[config.mk]
export PLATFORM = sky130hd
export DESIGN_NAME = mdcl_duty_stage
export DESIGN_NICKNAME = d
export VERILOG_FILES = /design/src/mdcl_pkg.sv /design/src/mdcl_duty_stage.sv
export SDC_FILE = /design/constraint.sdc
export NUM_CORES = 1
export LEC_CHECK = 0
export BUFFER_PORTS_ARGS = -buffer_cell sky130_fd_sc_hd__buf_2
export CORE_MARGIN = 10
export CORE_UTILIZATION = 45
export CTS_BUF_LIST = sky130_fd_sc_hd__clkbuf_8
export DETAILED_ROUTE_END_ITERATION = 10
export GPL_ROUTABILITY_DRIVEN = 1
export PLACE_DENSITY = 0.63
export SYNTH_ARGS = -nofsm -noshare
export SYNTH_HDL_FRONTEND = slang
export SYNTH_SLANG_ARGS = --single-unit
[constraint.sdc]
create_clock -name clk_i -period 7.65 [get_ports clk_i]
set_input_delay 0.3825 -clock clk_i [delete_from_list [all_inputs] [get_ports clk_i]]
set_output_delay 0.3825 -clock clk_i [all_outputs]
set_load 0.1 [all_outputs]
[src/mdcl_pkg.sv]
// Shared types and constants for the incremental MPC duty-cycle control law.
// No dependencies; every other file of the block imports this package.
`default_nettype none

package mdcl_pkg;

  localparam int StateN   = 5;   // extended-state elements per item
  localparam int StateW   = 16;  // state and reference width, LSB 1/64
  localparam int GainW    = 32;  // Q16.16 gain width
  localparam int ProdW    = GainW + StateW;  // exact product, LSB 2^-22
  localparam int SumW     = ProdW + 3;       // six products plus held duty
  localparam int DutyW    = 16;  // duty width, LSB 2^-16
  localparam int FracSh   = 6;   // 2^-22 to 2^-16
  localparam int DutyMax  = 32768;  // 0.5
  localparam int CfgIdxW  = 3;
  localparam int CfgDataW = 32;

  localparam logic [CfgIdxW-1:0] RegGain0 = 3'd0;
  localparam logic [CfgIdxW-1:0] RegGain1 = 3'd1;
  localparam logic [CfgIdxW-1:0] RegGain2 = 3'd2;
  localparam logic [CfgIdxW-1:0] RegGain3 = 3'd3;
  localparam logic [CfgIdxW-1:0] RegGain4 = 3'd4;
  localparam logic [CfgIdxW-1:0] RegKy    = 3'd5;
  localparam logic [CfgIdxW-1:0] RegRef   = 3'd6;

  localparam logic [StateW-1:0] RefReset = 16'd1600;

  localparam logic signed [SumW-1:0] TotalMax   = SumW'(DutyMax * (2 ** FracSh));
  localparam logic signed [SumW-1:0] RoundHalf  = SumW'(2 ** (FracSh - 1));
  localparam logic [DutyW-1:0]       DutyMaxVal = DutyW'(DutyMax);

  typedef logic [StateN-1:0][StateW-1:0] states_t;
  // Products: index 0..4 state terms, index StateN the reference term
  typedef logic [StateN:0][ProdW-1:0]    prod_t;
  typedef logic [1:0][SumW-1:0]          part_t;

  typedef struct packed {
    logic [StateN-1:0][GainW-1:0] gain;
    logic [GainW-1:0]             ky_gain;
    logic [StateW-1:0]            reference;
  } cfg_t;

endpackage

`default_nettype wire

[src/mdcl_duty_stage.sv]
// Duty stage: adds the held duty, clamps to 0..0.5, rounds to LSB 2^-16.
// The result register doubles as the held duty. Depends on mdcl_pkg.
`default_nettype none

module mdcl_duty_stage import mdcl_pkg::*; (
  input  wire logic        clk_i,
  input  wire logic        rst_ni,
  input  wire logic        ld_i,
  input  wire part_t       part_i,
  output logic [DutyW-1:0] duty_o
);

  logic [DutyW-1:0]       duty_q;
  logic [DutyW-1:0]       duty_d;
  logic signed [SumW-1:0] held;
  logic signed [SumW-1:0] total;
  logic signed [SumW-1:0] rnd;

  always_comb begin
    held  = SumW'({duty_q, {FracSh{1'b0}}});
    total = held + $signed(part_i[0]) + $signed(part_i[1]);
    rnd   = total + RoundHalf;
    if (total <= 0) begin
      duty_d = '0;
    end else if (total >= TotalMax) begin
      duty_d = DutyMaxVal;
    end else begin
      duty_d = rnd[FracSh +: DutyW];
    end
  end

  always_ff @(posedge clk_i or negedge rst_ni) begin
    if (!rst_ni) begin
      duty_q <= '0;
    end else if (ld_i) begin
      duty_q <= duty_d;
    end
  end

  assign duty_o = duty_q;

endmodule

`default_nettype wire

==> results_tabular.tex <==
\begin{tabular}{lr}
\hline
Metric & Value \\
\hline
\multicolumn{2}{l}{\textbf{Clock network}} \\
Deepest level of the CTS H-tree & 1 \\
CTS tree & built \\
CTS root buf & clkbuf\_8 \\
Number of buffers created by CTS & 3 \\
Insertion delay to the later sink of the worst-skew pair & 0.25 ns \\
Clock Tree Buf Depth & 2 \\
Number of resized instances in the post-cts repair step & 0 \\
Clock-pin slew on the worst setup and hold paths & 0.07 ns \\
Setup Fix Bufs, Post-CTS & 0 \\
Count of hold buffers inserted by post-cts repair & 0 \\
Count of clock tree sinks & 16 \\
\multicolumn{2}{l}{\textbf{Placement}} \\
Total placed instance area & 6570 sq um \\
Worst Setup Slack post-DPL & 3.07 ns \\
Post-detail-place hpwl & 18,900 microns \\
Number of buffers inserted by port buffering & 120 \\
Placer congestion estimate & 1.00 \\
\multicolumn{2}{l}{\textbf{Global routing}} \\
Total overflow reported by the global router & 0 \\
Vias in the first global route & 6,788 \\
Global-route wire length before repair & 34,600 microns \\
Global Route Usage Sum & 23.0\% \\
Pin count of the biggest net entering global routing & 18 \\
Initial antenna violation count & 0 \\
\multicolumn{2}{l}{\textbf{Floorplanning}} \\
Floorplan die area & 18,200 sq um \\
Die boundary height & 135 microns \\
Overall die width & 135 microns \\
Ports & 121 \\
Starting utilization of the core area & 46.5\% \\
Floorplan core area & 12,800 sq um \\
Core Rows & 41 \\
\multicolumn{2}{l}{\textbf{Drt}} \\
Drc violations & 0 \\
Final antenna-violating net count & 0 \\
Routed length per instance & 20.8 microns \\
Via count & 6,792 \\
Wirelength, routed & 21,900 microns \\
Via count normalized by instance count & 6.44 \\
First drt pass iteration count & 5 \\
Number of violations reported at the end of detailed-routing iteration 0 & 415 \\
\multicolumn{2}{l}{\textbf{STA}} \\
Worst slew margin relative to its limit & 45.5\% \\
Final Setup Violations & 0 \\
Transition at the pin with the smallest max-transition slack & 0.809 ns \\
Clock Skew & 0.00499 ns \\
Final period utilization & 59.3\% \\
Tmin final & 4.53 ns \\
Max-slew violation count & 0 \\
Final setup TNS & 0 ns \\
Total count of hold-check failures in the final report & 0 \\
Unrepaired setup endpoints after global routing & no \\
Maximum clock rate & 0.221 GHz \\
Final Worst Setup Slack & 3.12 ns \\
Hold Worst Slack & 0.0325 ns \\
\multicolumn{2}{l}{\textbf{Power and ir drop}} \\
Proportion of total power due to net switching & 56.7\% \\
Int Power & 0.375 mW \\
PwrDens & 131 nW/um\^{}2 \\
Max VDD drop & 66.3 uV \\
Leak pwr & 2.92 nW \\
Power share of the sequential group & 10.2\% \\
Clk network pwr share & 8.8\% \\
Net Sw Power & 0.493 mW \\
Comb pwr share & 81.0\% \\
\multicolumn{2}{l}{\textbf{Critical path}} \\
Setup crit end kind & flip-flop \\
Setup slack on the worst flop-to-flop path & 3.12 ns \\
Max stage delay on crit path & 0.48 ns \\
Buffer and inverter count on the worst path & 0 \\
Startpoint-to-endpoint class of the critical path & flip-flop to flip-flop \\
Cell with the largest stage delay on the worst path & fa\_1 \\
Path depth of the worst reg2reg path & 12 \\
Arrival time of data at the critical path endpoint & 4.70 ns \\
Element type at the critical path start & flip-flop \\
Startpoint of the worst register-to-register path & duty\_o[15]\$\_DFFE\_PN0P\_ \\
Capture instance of the worst register-to-register path & duty\_o[2]\$\_DFFE\_PN0P\_ \\
Maximum fanout encountered on the critical timing path & 15 \\
Data required time at the worst endpoint & 7.81 ns \\
Cell type group with the largest total delay on the critical path & compound AO/OA/AOI/OAI gates \\
List of cells traversed by the critical path & fa\_1, ha\_1, a21oi\_1, o21ai\_0, a21oi\_2, a31oi\_1, or3\_1, a22o\_1, or4\_4, nor4\_4, nand3\_2, o22ai\_1 \\
\multicolumn{2}{l}{\textbf{Layout}} \\
Final std cell area, no fill & 6620 sq um \\
Proportion of layout cells with a drive suffix above 1 & 20.5\% \\
Number of nets at the end of the flow & 1,089 \\
Max FFs per register & 16 \\
Post-layout util & 51.9\% \\
Antenna cell count & 0 \\
Synth-to-Final Area Change & 11.5\% \\
\multicolumn{2}{l}{\textbf{Synthesis}} \\
Yosys synthesis warning count & 0 \\
Sequential cell area fraction in the yosys report & 6.74\% \\
Cells after synthesis & 790 \\
Post-synthesis instance area & 5940 sq um \\
Average instance area after synthesis & 7.52 sq um \\
Synth Net Count & 996 \\
EDFF count, synth & 0 \\
Top FF cell, synth & dfrtp\_1 \\
Seq cells post-synth & 16 \\
Proportion of register bits with asynchronous set or reset after synthesis & 100\% \\
Number of distinct library cells after synthesis & 93 \\
\multicolumn{2}{l}{\textbf{Run}} \\
Max Cap Viol & 0 \\
\multicolumn{2}{l}{\textbf{Status}} \\
Outcome & finished, final reports clean \\
\multicolumn{2}{l}{\textbf{Hold path}} \\
Class of the tightest hold or removal check & input pin to asynchronous set/reset pin \\
\hline
\end{tabular}
-- synthesized netlist by cell type, types with 4 or more instances --
master	instances	share of area, %
nand2_1	79	5.0
a21oi_2	9	1.3
nor3_1	18	1.5
and4_1	6	0.88
a211oi_1	8	1.0
o2111ai_1	10	1.5
xor2_1	10	1.5
and3_1	5	0.53
o21ai_1	13	1.1
o21bai_1	6	0.76
nand4_1	24	2.5
a31oi_1	13	1.4
o22ai_1	9	0.95
clkbuf_1	4	0.25
nor2_1	63	4.0
nor4_1	16	1.7
or3_1	9	0.95
buf_4	9	1.1
o211ai_1	7	0.88
ha_1	84	18
a211o_1	4	0.59
dfrtp_1	16	6.7
mux2i_1	7	1.2
and2_1	6	0.63
o21ai_0	40	3.4
xnor2_1	16	2.4
nand3_1	20	1.7
o22ai_2	10	2.1
o21ai_2	5	0.74
inv_1	39	2.5
buf_2	17	1.4
fa_1	17	5.7
a21o_1	14	1.8
a21oi_1	74	6.2
o21a_1	8	1.0
-- per-stage QoR --
stage	total power [mW]	cells
after floorplan	0.596	790
after global placement	0.770	1050
after detailed placement	0.777	1050
after CTS	0.858	1054
after global routing	0.939	1054
final	0.868	1054
-- routing by layer --
layer | GRT usage, % | share of wire (%)
met1 | 24.9 | 38
met2 | 42.5 | 51
met3 | 3.64 | 6.8
met4 | 11.1 | 4.7
met5 | 0 | 0
-- how the worst max path moves through the flow --
stage,to,cells past startpoint,startpoint
final,duty_o[2]$_DFFE_PN0P_,12,duty_o[15]$_DFFE_PN0P_
after global routing,duty_o[2]$_DFFE_PN0P_,12,duty_o[4]$_DFFE_PN0P_
after CTS,duty_o[2]$_DFFE_PN0P_,12,duty_o[4]$_DFFE_PN0P_
after detailed placement,duty_o[14]$_DFFE_PN0P_,13,part_i[10]
after global placement,duty_o[1]$_DFFE_PN0P_,13,part_i[21]
after floorplan,duty_o[10]$_DFFE_PN0P_,15,duty_o[0]$_DFFE_PN0P_
-- cell families after synthesis --
kind of cell / synth area share [%]
buffers and inverters: 5.73
AND/OR/NAND/NOR: 24.9
XOR/XNOR: 3.83
adder cells (fa/ha/maj): 23.4
multiplexers: 1.75
AO/OA/AOI/OAI: 33.6
flip-flops: 6.74
-- final cells by class --
type	instances	area [sq um]
tap	172	215
clock buffer	4	55.1
inverter	40	150
sequential	16	400
fill	1297	6150
timing repair buffer	120	601
multi-input combinational	702	5200
-- power groups by stage --
stage,logic [mW],clock network [mW],registers [mW]
floorplan,0.493,0,0.103
global placement,0.680,0,0.0902
detailed placement,0.687,0,0.0901
CTS,0.691,0.0782,0.0887
global route,0.769,0.0813,0.0890
finish,0.703,0.0766,0.0885
-- cell usage in the layout, fill, tap and decap left out, types with 6 or more instances in the layout --
master	n
a21o_1	14
a21oi_1	74
nor4_1	16
a21oi_2	9
inv_1	39
o22ai_1	9
o22ai_2	10
o2111ai_1	10
fa_1	17
o21a_1	8
a211oi_1	8
nor2_1	63
or3_1	9
and2_1	6
mux2i_1	7
a31oi_1	13
nand3_1	20
ha_1	84
xor2_1	10
dfrtp_1	16
and4_1	6
o211ai_1	7
o21bai_1	6
nand2_1	79
o21ai_0	40
nor3_1	18
buf_2	120
o21ai_1	13
nand4_1	24
xnor2_1	16
Power figures use the tool's default switching activity.
