File: src/mdcl_pkg.sv
// Shared types and constants for the incremental MPC duty-cycle control law.
// No dependencies; every other file of the block imports this package.
`default_nettype none

package mdcl_pkg;

  localparam int StateN   = 5;   // extended-state elements per item
  localparam int StateW   = 16;  // state and reference width, LSB 1/64
  localparam int GainW    = 32;  // Q16.16 gain width
  localparam int ProdW    = GainW + StateW;  // exact product, LSB 2^-22
  localparam int SumW     = ProdW + 3;       // six products plus held duty
  localparam int DutyW    = 16;  // duty width, LSB 2^-16
  localparam int FracSh   = 6;   // 2^-22 to 2^-16
  localparam int DutyMax  = 32768;  // 0.5
  localparam int CfgIdxW  = 3;
  localparam int CfgDataW = 32;

  localparam logic [CfgIdxW-1:0] RegGain0 = 3'd0;
  localparam logic [CfgIdxW-1:0] RegGain1 = 3'd1;
  localparam logic [CfgIdxW-1:0] RegGain2 = 3'd2;
  localparam logic [CfgIdxW-1:0] RegGain3 = 3'd3;
  localparam logic [CfgIdxW-1:0] RegGain4 = 3'd4;
  localparam logic [CfgIdxW-1:0] RegKy    = 3'd5;
  localparam logic [CfgIdxW-1:0] RegRef   = 3'd6;

  localparam logic [StateW-1:0] RefReset = 16'd1600;

  localparam logic signed [SumW-1:0] TotalMax   = SumW'(DutyMax * (2 ** FracSh));
  localparam logic signed [SumW-1:0] RoundHalf  = SumW'(2 ** (FracSh - 1));
  localparam logic [DutyW-1:0]       DutyMaxVal = DutyW'(DutyMax);

  typedef logic [StateN-1:0][StateW-1:0] states_t;
  // Products: index 0..4 state terms, index StateN the reference term
  typedef logic [StateN:0][ProdW-1:0]    prod_t;
  typedef logic [1:0][SumW-1:0]          part_t;

  typedef struct packed {
    logic [StateN-1:0][GainW-1:0] gain;
    logic [GainW-1:0]             ky_gain;
    logic [StateW-1:0]            reference;
  } cfg_t;

endpackage

`default_nettype wire

File: src/mdcl_sum_stage.sv
// Partial sum stage: folds the six products into two signed partial sums.
// Depends on mdcl_pkg.
`default_nettype none

module mdcl_sum_stage import mdcl_pkg::*; (
  input  wire logic  clk_i,
  input  wire logic  ld_i,
  input  wire prod_t prod_i,
  output part_t      part_o
);

  logic signed [SumW-1:0] term [StateN+1];
  part_t part_d;
  part_t part_q;

  always_comb begin
    for (int i = 0; i <= StateN; i++) begin
      term[i] = SumW'(signed'(prod_i[i]));
    end
    // reference term minus the first two feedback terms, then the rest
    part_d[0] = term[StateN] - term[0] - term[1];
    part_d[1] = -(term[2] + term[3] + term[4]);
  end

  always_ff @(posedge clk_i) begin
    if (ld_i) begin
      part_q <= part_d;
    end
  end

  assign part_o = part_q;

endmodule

`default_nettype wire

File: config.mk
export PLATFORM = sky130hd
export DESIGN_NAME = mdcl_sum_stage
export DESIGN_NICKNAME = d
export VERILOG_FILES = /design/src/mdcl_pkg.sv /design/src/mdcl_sum_stage.sv
export SDC_FILE = /design/constraint.sdc
export NUM_CORES = 1
export LEC_CHECK = 0
export BUFFER_PORTS_ARGS = -buffer_cell sky130_fd_sc_hd__buf_2
export CAP_MARGIN = 15
export CORE_AREA = 3 3 177 179
export CTS_CLUSTER_SIZE = 14
export DETAILED_ROUTE_END_ITERATION = 16
export DIE_AREA = 0 0 180 182
export PLACE_DENSITY = 0.76
export SETUP_SLACK_MARGIN = 0.2
export SYNTH_ARGS = -nofsm -noshare
export SYNTH_HDL_FRONTEND = slang
export SYNTH_SLANG_ARGS = --single-unit
File: constraint.sdc
create_clock -name clk_i -period 4 [get_ports clk_i]
set_input_delay 0.6 -clock clk_i [delete_from_list [all_inputs] [get_ports clk_i]]
set_output_delay 0.6 -clock clk_i [all_outputs]
set_load 0.01 [all_outputs]
==> flow_summary.ini, run 1 <==
[layout]
areaGrowthSynthToFinish_pct = 27.59
drive_above_1_share_pct = 29.87
seqCellArea_um2 = 3033
final_cell_count_no_fill = 2131
finalNetCount = 2272
largest_register_ffs = 101
mostFrequentLayoutCells = buf_2 (390), inv_1 (275), ha_1 (150), a21oi_1 (104), edfxtp_1 (101)
multiInputGateArea_um2 = 7830
fillCellCount = 2777
final_area_um2 = 15200
final_common_cell = buf_2
insertedDiodeCount = 0

[sta]
finalSetupViolations = 0
min_period_over_period_pct = 92.28
period_minus_slack_ns = 3.691
hold_viol = 0
slew_headroom_pct = 52.87
worst_slew_pin_slew_ns = 0.7069
max_freq_mhz = 270.9
drv_slew = 0
rsz0062_at_grt = false

[clock_network]
cts_root_buf = clkbuf_16
cts.sinks = 101
cts.htree.levels = 3
clock_path_buffers = 2
clk_pin_slew_ns = 0.09
cts_tree = yes
numCtsBuffers = 9

[worst_setup_path]
cp.required_ns = 4.12
start_kind = input pin
end_kind = flop
criticalPathCategory = in2reg
cp_data_arrival_time_ns = 3.82
cp_max_fo = 3

[synth]
synth.area.top_cells = edfxtp_1 (25%), fa_1 (16%), ha_1 (16%)
yosysWarnings = 0
synth_mux_area_share_pct = 0
async_flop_share_pct = 0
synth_adder_area_share_pct = 31.89
ys_seq_area_share_pct = 25.46
synth_top_area_share_pct = 25.46
synth_cell_types = 68
synth_compound_area_share_pct = 17.42
synth_area_per_cell_um2 = 9.298
synthesis.nets = 1817
synth_edf_count = 101
synth_xor_area_share_pct = 6.765
ys_ff_latch = 101
synth-simple-area-share_pct = 8.930
yosysTopAreaCell = edfxtp_1
synth_area_um2 = 11910
ys.flop_type = edfxtp_1
syn_inst = 1281
synth_top_family_by_area = adder cells

[detailed_routing]
first_iter_violations = 598
route.detailed.drc = 0
vias = 10823
wirelength_mm = 34.32
wl_per_cell_um = 16.11
antenna_left = 0
drt_first_pass_iters = 6
viasPerCell = 5.079

[power]
intPower_mw = 3.880
p_leak_nw = 7.930
switching_share_pct = 42.07
clkPwrFrac_pct = 13.4
vdd_ir_drop_max_v = 0.0002176
netSwitchingPower_mw = 2.818
p_comb_share_pct = 59.4
cellPowerDensity_nw_per_um2 = 440.8
seq_power_share_pct = 27.2

[global_routing]
first_global_vias = 10897
grtUsageTotal_pct = 20.23
antenna_found_initial = 0
grt_max_degree = 47
grt-ovfl-total = 0
grt_pass1_wl_mm = 54.06

[place]
hpwl_mm = 29.52
io_buffer_count = 391
post_dp_cell_area_um2 = 14810
routabilityCongestion = 0.8781
place_inst = 2113

[die]
io_pins = 392
initial_core_util_pct = 40.08
row_count = 63
die_x_um = 180
core_um2 = 29720
die-area_um2 = 32760
die_y_um = 182

[run]
cap_viol_max_count = 0

[run_status]
run_status = complete, no violations

[hold_path]
worst_hold_path_type = in2reg
[logic make-up (layout without fill, tap and decap cells)]
| kind of cell | count (synthesis) | in the layout |
|---|---|---|
| XOR/XNOR | 92 | 92 |
| adder cells (fa/ha/maj) | 246 | 246 |
| AO/OA/AOI/OAI | 319 | 319 |
| flip-flops | 101 | 101 |
| AND/OR/NAND/NOR | 225 | 225 |
| buffers and inverters | 298 | 758 |
[area by class of cell]
| cell class | count | share of cell area, % |
|---|---|---|
| timing repair buffer | 467 | 16.65 |
| inverter | 275 | 6.793 |
| multi-input combinational | 882 | 51.53 |
| clock buffer | 9 | 1.482 |
| clock inverter | 7 | 0.3788 |
| tap | 390 | 3.211 |
| sequential | 101 | 19.96 |
[critical path, stage by stage]
cell and delay [ns]:
buf_2 0.10, ha_1 0.30, fa_1 0.48, inv_1 0.08, ha_1 0.17, inv_1 0.06, fa_2 0.35, nor2b_2 0.14
o31a_1 0.19, o211a_1 0.20, buf_4 0.12, a21oi_2 0.06, o31a_1 0.28, a21oi_2 0.22, a31oi_4 0.16, o31ai_2 0.23
xnor2_1 0.08
[stage by stage]
step / worst slack, ns / power [mW] / hold WS (ns) / util [%] / TNS, ns
floorplan: 0.2306 / 4.230 / 0.7125 / - / 0
global route: 0.1963 / 7.216 / 0.5908 / 51.13 / 0
finish: 0.3088 / 6.698 / 0.5980 / 51.13 / 0
detailed placement: -0.2313 / 5.755 / 0.9610 / 49.85 / -1.644
global placement: -0.08927 / 5.682 / 0.9510 / 49.85 / -0.3725
CTS: 0.2327 / 6.690 / 0.5734 / 50.83 / 0
[cells in the mapped netlist, types with 9 or more instances]
library cell,n
a21o_1,48
a21oi_1,108
a31oi_1,9
clkbuf_1,14
edfxtp_1,101
fa_1,96
ha_1,150
inv_1,275
nand2_1,81
nand2b_1,12
nand3_1,15
nand4_1,18
nor2_1,57
o211ai_1,10
o21ai_0,55
o21ai_1,11
o21bai_1,11
xnor2_1,63
xor2_1,29
[routing by layer]
layer,track usage (%),share of wire [%],vias up
li1,-,-,5234
met1,26.79,43,5101
met2,34.10,48,437
met3,2.905,6.7,51
met4,6.900,2.8,0
met5,0,0,-
[path summary, 6_finish.rpt]
path	from	endpoint	slack (ns)	cells past startpoint
worst min-delay path	prod_i[241]	part_o[0]	0.60	2
worst max-delay path	prod_i[145]	part_o[100]	0.31	17
[power groups by stage]
stage	Sequential, mW	Combinational (mW)	Clock, mW
finish	1.82	3.98	0.895
global route	1.85	4.40	0.965
CTS	1.83	3.94	0.926
detailed placement	1.85	3.91	0
global placement	1.84	3.84	0
floorplan	2.00	2.22	0
[repair_timing]
| action | CTS | global route |
|---|---|---|
| setup endpoints to repair | 2 | 19 |
| pin swaps | 7 | 13 |
| buffers inserted | 1 | 1 |
| hold buffers | 0 | 0 |
| gates resized for setup | 1 | 17 |
(Power assumes the default switching activity.)
==> run 2: changes to the inputs <==
BUFFER_PORTS_ARGS = -buffer_cell sky130_fd_sc_hd__buf_4   (was -buffer_cell sky130_fd_sc_hd__buf_2)
==> run 2 against run 1 <==
Net effect:
- cell area is 7.5% higher
- non-clock buffer count is 2 higher
- die area stayed put
- worst setup slack worse by 0.042 ns
- global-route usage is 0.23 points higher
- flip-flop and latch count stayed put
- wire length is 1.6% higher
- first-iteration DRC count is 5.2% lower
- critical path type unchanged
- critical endpoint is now part_o[99]
- largest cell class unchanged
- highest routed layer unchanged
==> flow_summary.ini, run 2 (same netlist as run 1, synthesis figures left out) <==
[power]
p_leak_nw = 8.300
cellPowerDensity_nw_per_um2 = 433.5
power_mw = 7.078
vdd_ir_drop_max_v = 0.0002419

[detailed_routing]
drt_first_pass_iters = 7
route.detailed.drc = 0
wl_per_cell_um = 16.35
first_iter_violations = 567
vias = 10657
antenna_left = 0
viasPerCell = 4.996
wirelength_mm = 34.88

[layout]
largest_register_ffs = 101
final_area_um2 = 16330
mostFrequentLayoutCells = buf_4 (468), inv_1 (275), ha_1 (140), a21oi_1 (104), edfxtp_1 (101)
insertedDiodeCount = 0
fillCellCount = 2626
fin_util_pct = 54.95
multiInputGateArea_um2 = 7938
areaGrowthSynthToFinish_pct = 37.09
seqCellArea_um2 = 3033
final_common_cell = buf_4
final_cell_count_no_fill = 2133
drive_above_1_share_pct = 30.69
finalNetCount = 2274

[sta]
hold_viol = 0
drv_slew = 0
tns_ns = 0
finalSetupViolations = 0
worst_slew_pin_slew_ns = 0.7053
period_minus_slack_ns = 3.733
min_period_over_period_pct = 93.33
slew_headroom_pct = 52.98
rsz0062_at_grt = false
max_freq_mhz = 267.9

[die]
io_pins = 392
die_y_um = 182
initial_core_util_pct = 40.08
row_count = 63
die_x_um = 180
core_um2 = 29720
die-area_um2 = 32760

[hold_path]
worst_hold_path_type = in2reg
hp-start = prod_i[241]
hold_depth = 2
holdPathEnd = part_o[0]

[place]
place_inst = 2114
io_buffer_count = 391
routabilityCongestion = 0.8713
hpwl_mm = 29.93
post_dp_cell_area_um2 = 15810

[worst_setup_path]
crit_start = prod_i[125]
start_kind = input pin
end_kind = flop
cp_max_fo = 4
cp_data_arrival_time_ns = 3.85
cp.required_ns = 4.12
criticalPathCategory = in2reg

[run]
cap_viol_max_count = 0

[clock_network]
cts.sinks = 101
cts.htree.levels = 3
ctsHoldBuffers = 0
cts_root_buf = clkbuf_16
clock_path_buffers = 2
numCtsBuffers = 9
clk_pin_slew_ns = 0.09
cts_tree = yes

[global_routing]
grt-ovfl-total = 0
grt_pass1_wl_mm = 54.54
grt_max_degree = 56
grtUsageTotal_pct = 20.46
first_global_vias = 10746
antenna_found_initial = 0

[run_status]
run_status = complete, no violations
run 2: cell types whose count changed in the layout (fill, tap and decap cells not counted), moves of 3 or more:
| cell | delta |
|---|---|
| clkinvlp_4 | -3 |
| buf_2 | -390 |
| buf_4 | +391 |
| ha_1 | -10 |
| ha_4 | +8 |
run 2: routing by layer:
layer / GRT usage (%) / wire (µm)
met1: 27.10 / 15330
met2: 34.82 / 16930
met3: 3.245 / 1851
met4: 5.786 / 768
met5: 0 / 0
run 2: per-stage QoR:
| stage | hold slack (ns) | setup WS, ns |
|---|---|---|
| after detailed placement | 0.9384 | -0.1868 |
| after global placement | 0.9304 | -0.09279 |
| after floorplan | 0.7125 | 0.2306 |
| after global routing | 0.5682 | 0.1035 |
| final | 0.5667 | 0.2669 |
| after CTS | 0.5484 | 0.2179 |
run 2: critical path, stage by stage:
cell	delay [ns]
buf_4	0.07
inv_1	0.04
fa_1	0.47
ha_1	0.30
ha_1	0.33
nand2_2	0.11
nor4_4	0.32
a211oi_1	0.10
o21ai_1	0.21
o211ai_1	0.23
buf_4	0.19
o21ba_1	0.19
o41a_1	0.36
o21bai_1	0.20
xor2_1	0.09
run 2: area by class of cell:
class                           count  share of cell area (%)
Timing Repair Buffer              469                   21.64
Clock buffer                        9                   1.379
Multi-Input combinational cell    882                   48.61
Tap cell                          390                   2.988
Clock inverter                      7                  0.4828
Sequential cell                   101                   18.57
Inverter                          275                   6.322
run 2: timing repair:
item | CTS | global route
buffers inserted | 0 | 3
setup endpoints to repair | 0 | 22
gates resized for setup | 0 | 32
run 2: worst max-delay path by stage:
stage                       to  slack [ns]  cells after the start
floorplan           part_o[98]        0.23                     15
global placement    part_o[98]       -0.09                     16
detailed placement  part_o[98]       -0.19                     16
CTS                 part_o[98]        0.22                     16
global route        part_o[93]        0.10                     16
finish              part_o[99]        0.27                     15
run 2: report_power, final:
part / switching, mW / internal [mW]
Sequential: 0.125 / 1.70
Clock: 0.489 / 0.446
Combinational: 2.26 / 2.06
Total: 2.88 / 4.20
==> run 3: changes to the inputs <==
CORE_AREA = 3 3 162 164   (was 3 3 177 179)
DIE_AREA = 0 0 165 167   (was 0 0 180 182)
PLACE_DENSITY = 0.88   (was 0.76)
==> run 3 against run 2 <==
Net effect:
- critical path depth shrank 2
- worst hold slack gained 0.056 ns
- utilization grew 9.2 points
- sequential power is essentially flat
- via count grew 1.7%
- cell area shrank 1.6%
- combinational power shrank 1%
- count of clock-buffer cells in the layout grew 1
- non-clock buffer count shrank 12
- sequential share of layout area grew 0.30 points
- critical path type unchanged
==> flow_summary.ini, run 3 (same netlist as run 1, synthesis figures left out) <==
[sta]
worst_slew_pin_slew_ns = 0.6891
finalSetupViolations = 0
slew_headroom_pct = 54.06
hold_viol = 0
max_freq_mhz = 270.8
rsz0062_at_grt = true
period_minus_slack_ns = 3.693
final.setup.worst_slack_ns = 0.3068
min_period_over_period_pct = 92.33
drv_slew = 0

[layout]
fin_util_pct = 64.17
fillCellCount = 2002
insertedDiodeCount = 0
areaGrowthSynthToFinish_pct = 34.90
drive_above_1_share_pct = 29.42
mostFrequentLayoutCells = buf_4 (456), inv_1 (275), ha_1 (147), a21oi_1 (104), edfxtp_1 (101)
finalNetCount = 2262
largest_register_ffs = 101
final_common_cell = buf_4

[clock_network]
clk_pin_slew_ns = 0.08
numCtsBuffers = 9
ctsHoldBuffers = 0
clock_path_buffers = 2
cts.sinks = 101
cts_tree = yes
cts_root_buf = clkbuf_16
cts.htree.levels = 3

[hold_path]
worst_hold_path_type = in2reg

[die]
die-area_um2 = 27560
io_pins = 392
initial_core_util_pct = 47.57
die_y_um = 167
die_x_um = 165
row_count = 58
core_um2 = 25040

[place]
hpwl_mm = 30.06
routabilityCongestion = 0.8986
place_ws_ns = -0.1925
io_buffer_count = 391

[worst_setup_path]
start_kind = input pin
end_kind = flop
criticalPathCategory = in2reg
slowest_stage = fa_1
cp.required_ns = 4.09
path_cells = buf_4, inv_1, fa_1, ha_1, ha_4, nand4_1, or3_1, a21oi_1, o211ai_1, o21ba_1, o41a_1, o21bai_1, xor2_1
cp_data_arrival_time_ns = 3.79
critical-path-max-stage-delay_ns = 0.46
cp_max_fo = 3

[detailed_routing]
wl_per_cell_um = 17.05
viasPerCell = 5.264
vias = 10843
wirelength_mm = 35.12
first_iter_violations = 540
antenna_left = 0
route.detailed.drc = 0
drt_first_pass_iters = 5

[run_status]
run_status = complete, no violations

[power]
cellPowerDensity_nw_per_um2 = 434.5
p_leak_nw = 8.225
power_mw = 6.982
vdd_ir_drop_max_v = 0.0002346

[global_routing]
grtUsageTotal_pct = 24.71
grt_pass1_wl_mm = 54.33
first_global_vias = 10970
grt_max_degree = 56
grt-ovfl-total = 0
antenna_found_initial = 0

[run]
cap_viol_max_count = 0
-- run 3: path summary, 6_finish.rpt --
kind	cells after the start	slack, ns	to	start
hold / removal	2	0.62	part_o[0]	prod_i[241]
setup / recovery	13	0.31	part_o[99]	prod_i[207]
-- run 3: area by class of cell --
class                      count  area [µm²]  share of cell area [%]
timing repair buffer         457        3443                   21.43
tap                          330       412.9                   2.570
multi-input combinational    882        7864                   48.94
inverter                     275        1032                   6.425
sequential                   101        3033                   18.88
clock buffer                  10       229.0                   1.425
clock inverter                 5       52.55                  0.3271
-- run 3: what timing repair did --
item,CTS,global route
setup endpoints to repair,2,21
pin swaps,1,12
buffers inserted,0,3
hold endpoints to repair,0,0
resized for setup,1,21
-- run 3: where the power goes --
group	total (mW)	internal, mW	switching (mW)
Sequential	1.82	1.70	0.123
Clock	0.897	0.480	0.417
Combinational	4.27	1.99	2.27
Total	6.98	4.17	2.81
-- run 3: metrics by stage --
step | hold slack, ns | instances | cell area (µm²) | setup TNS, ns
2_1_floorplan | 0.7125 | 1281 | 11910 | 0
3_3_place_gp | 0.9859 | 2042 | 15640 | -0.3692
3_5_place_dp | 0.9899 | 2042 | 15640 | -1.296
4_1_cts | 0.6139 | 2057 | 15930 | 0
5_1_grt | 0.6133 | 2060 | 16070 | 0
6_report | 0.6222 | 2060 | 16070 | 0
-- run 3: critical path: cells and delay by family --
family | cells | cell delay (ns)
AOI/OAI and AO/OA | 5 | 1.25
xor gates and xnor gates | 1 | 0.10
adders and majority gates | 3 | 1.11
buffers and inverters | 2 | 0.22
and+or+nand+nor | 2 | 0.52
-- run 3: metal layers --
metal  vias up  track usage, %  part of all wire, %
met5         -               0                    0
met4         0           9.664                  3.9
met3        77           3.060                  5.8
met2       417           43.45                   50
met1      5136           30.57                   40
li1       5213               -                    -
