**src/mdcl_pkg.sv**
```systemverilog
// Shared types and constants for the incremental MPC duty-cycle control law.
// No dependencies; every other file of the block imports this package.
`default_nettype none

package mdcl_pkg;

  localparam int StateN   = 5;   // extended-state elements per item
  localparam int StateW   = 16;  // state and reference width, LSB 1/64
  localparam int GainW    = 32;  // Q16.16 gain width
  localparam int ProdW    = GainW + StateW;  // exact product, LSB 2^-22
  localparam int SumW     = ProdW + 3;       // six products plus held duty
  localparam int DutyW    = 16;  // duty width, LSB 2^-16
  localparam int FracSh   = 6;   // 2^-22 to 2^-16
  localparam int DutyMax  = 32768;  // 0.5
  localparam int CfgIdxW  = 3;
  localparam int CfgDataW = 32;

  localparam logic [CfgIdxW-1:0] RegGain0 = 3'd0;
  localparam logic [CfgIdxW-1:0] RegGain1 = 3'd1;
  localparam logic [CfgIdxW-1:0] RegGain2 = 3'd2;
  localparam logic [CfgIdxW-1:0] RegGain3 = 3'd3;
  localparam logic [CfgIdxW-1:0] RegGain4 = 3'd4;
  localparam logic [CfgIdxW-1:0] RegKy    = 3'd5;
  localparam logic [CfgIdxW-1:0] RegRef   = 3'd6;

  localparam logic [StateW-1:0] RefReset = 16'd1600;

  localparam logic signed [SumW-1:0] TotalMax   = SumW'(DutyMax * (2 ** FracSh));
  localparam logic signed [SumW-1:0] RoundHalf  = SumW'(2 ** (FracSh - 1));
  localparam logic [DutyW-1:0]       DutyMaxVal = DutyW'(DutyMax);

  typedef logic [StateN-1:0][StateW-1:0] states_t;
  // Products: index 0..4 state terms, index StateN the reference term
  typedef logic [StateN:0][ProdW-1:0]    prod_t;
  typedef logic [1:0][SumW-1:0]          part_t;

  typedef struct packed {
    logic [StateN-1:0][GainW-1:0] gain;
    logic [GainW-1:0]             ky_gain;
    logic [StateW-1:0]            reference;
  } cfg_t;

endpackage

`default_nettype wire

```
**src/mdcl_cfg_regs.sv**
```systemverilog
// Gain and setpoint registers written through the plain configuration port.
// Depends on mdcl_pkg for register indexes and the cfg_t bundle.
`default_nettype none

module mdcl_cfg_regs import mdcl_pkg::*; (
  input  wire logic                clk_i,
  input  wire logic                rst_ni,
  input  wire logic                cfg_we_i,
  input  wire logic [CfgIdxW-1:0]  cfg_idx_i,
  input  wire logic [CfgDataW-1:0] cfg_wdata_i,
  output cfg_t                     cfg_o
);

  cfg_t cfg_q;

  always_ff @(posedge clk_i or negedge rst_ni) begin
    if (!rst_ni) begin
      cfg_q.gain      <= '0;
      cfg_q.ky_gain   <= '0;
      cfg_q.reference <= RefReset;
    end else if (cfg_we_i) begin
      case (cfg_idx_i)
        RegGain0: cfg_q.gain[0]    <= cfg_wdata_i[GainW-1:0];
        RegGain1: cfg_q.gain[1]    <= cfg_wdata_i[GainW-1:0];
        RegGain2: cfg_q.gain[2]    <= cfg_wdata_i[GainW-1:0];
        RegGain3: cfg_q.gain[3]    <= cfg_wdata_i[GainW-1:0];
        RegGain4: cfg_q.gain[4]    <= cfg_wdata_i[GainW-1:0];
        RegKy:    cfg_q.ky_gain    <= cfg_wdata_i[GainW-1:0];
        RegRef:   cfg_q.reference  <= cfg_wdata_i[StateW-1:0];
        default: ;  // drop writes to unused indexes
      endcase
    end
  end

  assign cfg_o = cfg_q;

endmodule

`default_nettype wire

```
**config.mk**
```make
export PLATFORM = sky130hd
export DESIGN_NAME = mdcl_cfg_regs
export DESIGN_NICKNAME = d
export VERILOG_FILES = /design/src/mdcl_pkg.sv /design/src/mdcl_cfg_regs.sv
export SDC_FILE = /design/constraint.sdc
export NUM_CORES = 1
export LEC_CHECK = 0
export ABC_AREA = 1
export BUFFER_PORTS_ARGS = -buffer_cell sky130_fd_sc_hd__buf_4
export CAP_MARGIN = 15
export CORE_MARGIN = 2
export CORE_UTILIZATION = 48
export CTS_BUF_LIST = sky130_fd_sc_hd__clkbuf_2
export DETAILED_ROUTE_END_ITERATION = 16
export PLACE_DENSITY = 0.83
export SETUP_SLACK_MARGIN = 0.5
export SLEW_MARGIN = 25
export SYNTH_ARGS = -nofsm -noshare
export SYNTH_HDL_FRONTEND = slang
export SYNTH_SLANG_ARGS = --single-unit
export TNS_END_PERCENT = 1
```
**constraint.sdc**
```tcl
create_clock -name clk_i -period 0.8 [get_ports clk_i]
set_input_delay 0.12 -clock clk_i [delete_from_list [all_inputs] [get_ports clk_i]]
set_output_delay 0.12 -clock clk_i [all_outputs]
set_load 0.05 [all_outputs]
```
==> results of run 1 <==
[through the flow]
| step | instances | hold slack (ps) |
|---|---|---|
| after CTS | 1471 | -783.0 |
| after detailed placement | 1368 | 54.48 |
| after floorplan | 909 | -175.6 |
| after global routing | 1472 | -800.8 |
| final | 1472 | -733.2 |
| after global placement | 1368 | 55.10 |
[power groups by stage]
stage / sequential (uW) / combinational, uW / clock (uW)
global placement: 13900 / 13400 / 0
floorplan: 20700 / 1820 / 0
CTS: 14100 / 14900 / 6270
detailed placement: 13900 / 13600 / 0
global route: 14400 / 15700 / 6810
finish: 14200 / 15000 / 6190
[path summary, 6_finish.rpt]
kind,from,end,slack (ps),depth (start not counted)
worst max-delay path,cfg_o[9],cfg_o[9],-760,1
worst min-delay path,rst_ni,cfg_o[192],-730,1
worst max register to register,cfg_o[139],cfg_o[139],-10,3
worst min register to register,cfg_o[10],cfg_o[10],470,2
max in group asynchronous,rst_ni,cfg_o[155],970,2
min in group clk_i,cfg_wdata_i[12],cfg_o[92],-300,3
[routing by layer]
metal,track usage,wire length [um]
met3,0.09361,2842
met5,0,0
met4,0.1430,926
met1,0.3806,10040
met2,0.4986,13440
[kinds of logic after synthesis]
| group | after synthesis | synth area share |
|---|---|---|
| DFF | 208 | 0.6478 |
| buffers and inverters | 58 | 0.03019 |
| and+or+nand+nor | 643 | 0.3220 |
[cell type report]
class	count	area [sq um]
sequential	208	5213
fill	1114	4456
timing repair buffer	323	3510
multi-input combinational	643	2624
clock buffer	71	355.3
tap	220	275.3
inverter	6	30.03
clock inverter	1	3.754
[cell usage after synthesis]
cell type,n
nand3_1,128
inv_2,3
nor2_2,3
nand2_1,508
clkbuf_1,30
nor2_1,3
nor2_4,1
inv_1,3
buf_2,20
dfrtp_1,205
buf_1,2
dfstp_2,3
[repair_timing]
item                                    in CTS  in global routing
cloned                                       0                  0
gates resized for setup                    210                  3
hold endpoints to repair                   416                412
pin swaps                                  238                193
endpoints found under the setup margin     416                416
setup buffers                                0                  1
==> impl_metrics.tcl, run 1 <==
set metrics [dict create \
    die_h_um 133.4 \
    power.internal_uw 19730 \
    yosys.area.top_type "dfrtp_1" \
    slew-limit-headroom 0.7723 \
    syn_inst 909 \
    dpl.hpwl_um 17440 \
    p_clk_frac 0.175 \
    finalCritPeriodShare 1.950 \
    cts.clk_slew.worst_paths_ps 100 \
    powerDensity_nw_per_um2 2948 \
    crit_buf_inv 1 \
    required_ps 680 \
    drive_gt1_frac 0.3083 \
    drt-initial-drc-count 682 \
    holdBufCountCts 31 \
    tightestPinTransition_ps 340.4 \
    largest_reg_flops 208 \
    fin_ws_ps -759.7 \
    mostFrequentLayoutCell "nand2_1" \
    p_sw_frac 0.4428 \
    vias_per_cell 5.348 \
    drv_slew 0 \
    fin_util 0.7294 \
    area_growth_pct 49.38 \
    critPathMaxFanout 2 \
    grt_max_degree 50 \
    yosysSeqAreaShare 0.6478 \
    place_congestion 0.8426 \
    ys_top_cells_by_area "dfrtp_1 64%, nand2_1 24%, nand3_1 8.0%" \
    fin_skew_ps 0 \
    rsz0062_at_grt "yes" \
    cts_root_buffer "clkbuf_2" \
    wire_per_inst_um 18.51 \
    drt-total-wl_um 27240 \
    power.switching_uw 15680 \
    critPathTopFamily "flip-flops" \
    pwr-share-seq 0.400 \
    setup_viol 209 \
    io_pins 246 \
    grt_pass1_wl_um 42720 \
    ir_worst_vdd_mv 1.766 \
    cts-htree-levels 2 \
    rows 47 \
    synth_top_area_frac 0.6380 \
    clock_latency_ps 740 \
    syn_nets 947 \
    ctsLongestPathBuffers 3 \
    ys_warn_count 0 \
    hold_class "primary input to async pin" \
    crit_chain "buf_8" \
    cts_tree "yes" \
    drv_cap 0 \
    violations "negative hold slack, negative setup slack" \
    avgSynthCellArea_sq_um 8.845 \
    port-buffer-count 245 \
    power_uw 35410 \
    crit_path_end_kind "output port" \
    power_frac_comb 0.425 \
    dr_total_vias 7872 \
    ant_nets 0 \
    die-area_sq_um 17800 \
    n_antenna_cell 0 \
    final_cell_mix "503 x nand2_1, 206 x buf_6, 202 x dfrtp_1, 128 x nand3_1, 71 x clkbuf_2" \
    cp_slowest_cell "dfstp_2" \
    crit_type "flop to output port" \
    ys_types 12 \
    cts_buffers 50 \
    startpoint_type "flop" \
    hold_viol_final 394 \
    crit_path_max_incr_delay_ps 570 \
    min_period_ps 1560 \
    place_area_sq_um 10540 \
    final_nets 1270 \
    track_usage 0.3075 \
    drcViolationCount 0 \
    setup_tns_ps -132540 \
    max_clock_freq_mhz 641.1 \
    firstDrtPassIters 5 \
    status "finished with violations" \
    die_w_um 133.4 \
    fin_area_sq_um 12010 \
    critPathArrivalTime_ps 1440 \
    antenna_found_initial 0 \
    syn_area_sq_um 8040 \
    place_ws_ps -365.0 \
    power.leakage_uw 0.006594 \
    fp.coreArea_sq_um 16470 \
    synth_seq_cells 208 \
    grt_overflow 0 \
    cts.sinks 208 \
    hold_ws_ps -733.2 \
    start_util 0.4883 \
    grt_pass1_vias 8180 \
]
Power figures use the tool's default switching activity.
==> run 2: changes to the inputs <==
--- a/config.mk
+++ b/config.mk
@@ -12,7 +12,8 @@
 export CORE_UTILIZATION = 48
 export CTS_BUF_LIST = sky130_fd_sc_hd__clkbuf_2
 export DETAILED_ROUTE_END_ITERATION = 16
-export PLACE_DENSITY = 0.83
+export HOLD_SLACK_MARGIN = 0.1
+export PLACE_DENSITY = 0.81
 export SETUP_SLACK_MARGIN = 0.5
 export SLEW_MARGIN = 25
 export SYNTH_ARGS = -nofsm -noshare
==> run 2 against run 1 <==
- the flow still finishes with violations (negative hold slack, negative setup slack)
- largest cell class unchanged
- non-clock buffer count decreased by 7
- combinational power is essentially flat
- power grew 0.95%
- worst setup slack got worse by 41 ps
- wire length down 1.2%
- sequential cell count unchanged
- critical endpoint unchanged
- clock skew is the same
- worst hold slack lost 42 ps
- cell count grew 0.54%
- via count fell by 1.2%
==> impl_metrics.tcl, run 2 (same netlist as run 1, synthesis figures left out) <==
set metrics [dict create \
    cp_slowest_cell "dfstp_2" \
    rr_worst_depth 2 \
    mostFrequentLayoutCell "nand2_1" \
    dpl.hpwl_um 17220 \
    track_usage 0.3060 \
    place_ws_ps -348.6 \
    fin_area_sq_um 11950 \
    largest_reg_flops 208 \
    critPathTopFamily "flip-flops" \
    fp.coreArea_sq_um 16470 \
    drv_cap 0 \
    cts_buffers 50 \
    critPathLaunch "cfg_o[9]" \
    power.leakage_uw 0.006564 \
    tightestPinTransition_ps 429.8 \
    cts.clk_slew.worst_paths_ps 140 \
    max_clock_freq_mhz 624.8 \
    port-buffer-count 245 \
    critPathArrivalTime_ps 1480 \
    ant_nets 0 \
    die_h_um 133.4 \
    placed_cells 1362 \
    finalCritPeriodShare 2.001 \
    instances_no_fill 1480 \
    crit_path_end_kind "output port" \
    drt-total-wl_um 26920 \
    min_period_ps 1601 \
    required_ps 680 \
    drt-initial-drc-count 577 \
    grt_pass1_vias 7922 \
    use_met2 0.4897 \
    start_util 0.4883 \
    r2r_slack_ps 50 \
    status "finished with violations" \
    cts.sinks 208 \
    grt_max_degree 53 \
    timing.rr.start "cfg_o[10]" \
    power.switching_uw 15920 \
    firstDrtPassIters 6 \
    grt_overflow 0 \
    antenna_found_initial 0 \
    setup_viol 208 \
    cts-htree-levels 2 \
    cts_root_buffer "clkbuf_2" \
    io_pins 246 \
    startpoint_type "flop" \
    hold_class "primary input to async pin" \
    die-area_sq_um 17800 \
    hold_viol_final 403 \
    place_area_sq_um 10430 \
    final_nets 1263 \
    crit_buf_inv 1 \
    fin_ws_ps -800.5 \
    clock_latency_ps 750 \
    powerDensity_nw_per_um2 2992 \
    setup_tns_ps -133670 \
    rr_endpoint "cfg_o[10]" \
    final_cell_mix "506 x nand2_1, 205 x buf_6, 202 x dfrtp_1, 128 x nand3_1, 72 x clkbuf_2" \
    power_frac_comb 0.419 \
    met3_usage 0.07496 \
    crit_type "flop to output port" \
    hold_ws_ps -775.2 \
    n_antenna_cell 0 \
    dr_total_vias 7774 \
    drv_slew 0 \
    grt_pass1_wl_um 42480 \
    violations "negative hold slack, negative setup slack" \
    p_sw_frac 0.4453 \
    cts_tree "yes" \
    drive_gt1_frac 0.3008 \
    ir_worst_vdd_mv 1.727 \
    place_congestion 0.8805 \
    ctsLongestPathBuffers 3 \
    fin_skew_ps 0 \
    globalRouteMet1Util 0.3924 \
    fillers 1178 \
    pwr-share-seq 0.397 \
    crit_chain "buf_8" \
    grt-busiest-layer "met2" \
    area_growth_pct 48.60 \
    slew-limit-headroom 0.7125 \
    drcViolationCount 0 \
    crit_path_max_incr_delay_ps 580 \
    die_w_um 133.4 \
    power.internal_uw 19830 \
    critPathMaxFanout 2 \
    wire_per_inst_um 18.19 \
    vias_per_cell 5.253 \
    holdBufCountCts 30 \
    rows 47 \
    p_clk_frac 0.185 \
    rsz0062_at_grt "yes" \
]
==> run 2: cell types whose count changed in the layout (fill, tap and decap cells not counted), sizes merged <==
| cell | change |
|---|---|
| clkinv | +14 |
| buf | -6 |
| clkbuf | +1 |
| dlygate4sd3 | -1 |
==> run 2: power by group through the flow <==
stage	Clock, uW	Sequential, uW	Combinational (uW)
6_report	6600	14200	15000
3_3_place_gp	0	13900	13400
3_5_place_dp	0	13900	13600
4_1_cts	6650	14100	14900
2_1_floorplan	0	20700	1820
5_1_grt	7190	14400	15600
==> run 2: worst max path at each step <==
stage	cells past startpoint	to
after floorplan	2	cfg_o[10]
after global placement	6	cfg_o[146]
after detailed placement	6	cfg_o[146]
after CTS	1	cfg_o[9]
after global routing	1	cfg_o[9]
final	1	cfg_o[9]
==> run 2: cell type report <==
cell class	count	area, sq um	share of cell area
inverter	6	30.03	0.002513
tap	220	275.3	0.02304
timing repair buffer	316	3396	0.2842
sequential	208	5213	0.4363
multi-input combinational	643	2616	0.2190
clock buffer	72	360.3	0.03016
clock inverter	15	57.56	0.004817
==> run 2: per-layer routing <==
| layer | vias to the layer above | part of all wire |
|---|---|---|
| met1 | 3770 | 0.39 |
| li1 | 3507 | - |
| met4 | 0 | 0.042 |
| met5 | - | 0 |
| met2 | 414 | 0.48 |
| met3 | 83 | 0.090 |
==> run 2: through the flow <==
stage	hold slack [ps]	util	power, uW
2_1_floorplan	-175.6	-	22550
3_3_place_gp	35.66	0.6334	27270
3_5_place_dp	41.44	0.6334	27520
4_1_cts	-814.6	0.7252	35720
5_1_grt	-790.7	0.7256	37170
6_report	-775.2	0.7256	35740
==> run 2: what timing repair did <==
| item | 4_1_cts | 5_1_grt |
|---|---|---|
| setup endpoints to repair | 416 | 416 |
| hold endpoints to repair | 416 | 416 |
| resized for setup | 211 | 0 |
| pin swaps | 244 | 204 |
| buffers inserted | 0 | 1 |
==> run 3: changes to the inputs <==
--- a/config.mk
+++ b/config.mk
@@ -9,11 +9,11 @@
 export BUFFER_PORTS_ARGS = -buffer_cell sky130_fd_sc_hd__buf_4
 export CAP_MARGIN = 15
 export CORE_MARGIN = 2
-export CORE_UTILIZATION = 48
-export CTS_BUF_LIST = sky130_fd_sc_hd__clkbuf_2
+export CORE_UTILIZATION = 57
+export CTS_BUF_LIST = sky130_fd_sc_hd__clkbuf_2 sky130_fd_sc_hd__clkbuf_4 sky130_fd_sc_hd__clkbuf_8
 export DETAILED_ROUTE_END_ITERATION = 16
 export HOLD_SLACK_MARGIN = 0.1
-export PLACE_DENSITY = 0.81
+export PLACE_DENSITY = 0.9
 export SETUP_SLACK_MARGIN = 0.5
 export SLEW_MARGIN = 25
 export SYNTH_ARGS = -nofsm -noshare
==> constraint.sdc (replaced) <==
create_clock -name clk_i -period 2 [get_ports clk_i]
set_input_delay 0.3 -clock clk_i [delete_from_list [all_inputs] [get_ports clk_i]]
set_output_delay 0.3 -clock clk_i [all_outputs]
set_load 0.05 [all_outputs]
==> run 3 against run 2 <==
- the run now ends clean
- clock skew did not move
- first-iteration DRC count rose by 65%
- power shrank 58%
- worst setup slack better by 1300 ps
- clock power shrank 41%
- register-to-register slack better by 1200 ps
- combinational power is 63% lower
- largest power group is now registers
==> impl_metrics.tcl, run 3 (same netlist as run 1, synthesis figures left out) <==
set metrics [dict create \
    status "finished, final reports clean" \
    final_nets 1234 \
    multi_input_area_sq_um 2606 \
    cts_buffers 34 \
    tightestPinTransition_ps 663.3 \
    area_growth_pct 39.29 \
    start_util 0.5815 \
    crit_type "flop to output port" \
    required_ps 1700 \
    fin_util 0.8100 \
    critPathArrivalTime_ps 1190 \
    antenna_found_initial 0 \
    fin_skew_ps 0 \
    drcViolationCount 0 \
    ant_nets 0 \
    cp_slowest_cell "dfstp_2" \
    max_clock_freq_mhz 670.4 \
    fillers 856 \
    drt-initial-drc-count 953 \
    dpl.hpwl_um 17210 \
    drv_slew 0 \
    place_congestion 0.9096 \
    drive_gt1_frac 0.2838 \
    cts.sinks 208 \
    crit_buf_inv 1 \
    hold_viol_final 0 \
    fp.coreArea_sq_um 13830 \
    crit_path_end_kind "output port" \
    grt_max_degree 66 \
    setup_tns_ps 0 \
    port-buffer-count 245 \
    final_cell_mix "508 x nand2_1, 267 x buf_4, 205 x dfrtp_1, 128 x nand3_1, 47 x clkbuf_8" \
    drv_cap 0 \
    setup_viol 0 \
    rsz0062_at_grt "yes" \
    register_area_sq_um 5209 \
    largest_reg_flops 208 \
    grt_pass1_vias 7747 \
    cts.clk_slew.worst_paths_ps 60 \
    finalCritPeriodShare 0.7458 \
    mostFrequentLayoutCell "nand2_1" \
    rows 43 \
    critPathTopFamily "flip-flops" \
    io_pins 246 \
    critPathMaxFanout 2 \
    ctsLongestPathBuffers 3 \
    drt-total-wl_um 26570 \
    post-cts-setup-buffers 0 \
    hold_class "primary input to flop" \
    ir_worst_vdd_mv 0.7746 \
    crit_path_max_incr_delay_ps 560 \
    firstDrtPassIters 5 \
    clock_latency_ps 490 \
    n_antenna_cell 0 \
    power.leakage_uw 0.006305 \
    track_usage 0.3594 \
    dr_total_vias 7799 \
    die_w_um 122.8 \
    startpoint_type "flop" \
    die_h_um 122.8 \
    cts-htree-levels 2 \
    fin_ws_ps 508.3 \
    cts_tree "yes" \
    powerDensity_nw_per_um2 1334 \
    slew-limit-headroom 0.5567 \
    vias_per_cell 5.575 \
    crit_chain "buf_8" \
    die-area_sq_um 15070 \
    grt_overflow 0 \
    wire_per_inst_um 18.99 \
    place_ws_ps 346.3 \
    cts_root_buffer "clkbuf_8" \
    hold_ws_ps 104.0 \
    min_period_ps 1492 \
    grt_pass1_wl_um 41300 \
]
run 3: cell types whose count changed in the layout (fill, tap and decap cells not counted), moves of 9 or more:
cell      previous run  this run
buf_12              12         3
clkbuf_8             1        47
clkbuf_2            72         0
buf_6              205         2
buf_4               65       267
clkbuf_4             0        13
clkinv_1            13         0
run 3: layer usage:
metal,vias to the layer above,GRT usage,part of all wire
li1,3411,-,-
met1,3721,0.4784,0.37
met2,538,0.5556,0.48
met3,129,0.06924,0.093
met4,0,0.2062,0.057
met5,-,0,0
run 3: what timing repair did:
item                       4_1_cts  5_1_grt
pin swaps                        0        0
setup endpoints to repair        3        3
hold buffers                    29        0
gates resized for setup          2        2
cloned                           0        0
hold endpoints to repair       108        0
run 3: worst register-to-register path, delay by kind of cell (launching register included):
kind | cells | cell delay [ps]
flip-flops | 1 | 560
AND/OR/NAND/NOR | 2 | 170
run 3: worst paths after layout:
kind,from,end,slack [ps],depth (start not counted)
worst max-delay path,cfg_o[6],cfg_o[6],510,1
min in group asynchronous,rst_ni,cfg_o[104],350,2
worst max register to register,cfg_o[6],cfg_o[6],1210,2
max in group asynchronous,rst_ni,cfg_o[166],960,3
worst min-delay path,cfg_wdata_i[0],cfg_o[144],100,3
worst min register to register,cfg_o[64],cfg_o[64],470,2
run 3: final cells by class:
class / instances / area share
flip-flops and latches: 208 / 0.4651
multi-input cells: 643 / 0.2327
repair buffers: 303 / 0.2148
clock buffers: 59 / 0.06524
well taps: 180 / 0.02011
inverters: 6 / 0.002011
run 3: power by group:
| part | internal (uW) | total [uW] | switching [uW] |
|---|---|---|---|
| logic | 1470 | 5520 | 4050 |
| registers | 5010 | 5520 | 515 |
| clock network | 2280 | 3900 | 1620 |
run 3: through the flow:
| step | cell area, sq um | std cells | total power, uW |
|---|---|---|---|
| after floorplan | 8040 | 909 | 9007 |
| after global placement | 10160 | 1311 | 10850 |
| after detailed placement | 10160 | 1311 | 10980 |
| after CTS | 11190 | 1399 | 14930 |
| after global routing | 11200 | 1399 | 15470 |
| final | 11200 | 1399 | 14940 |
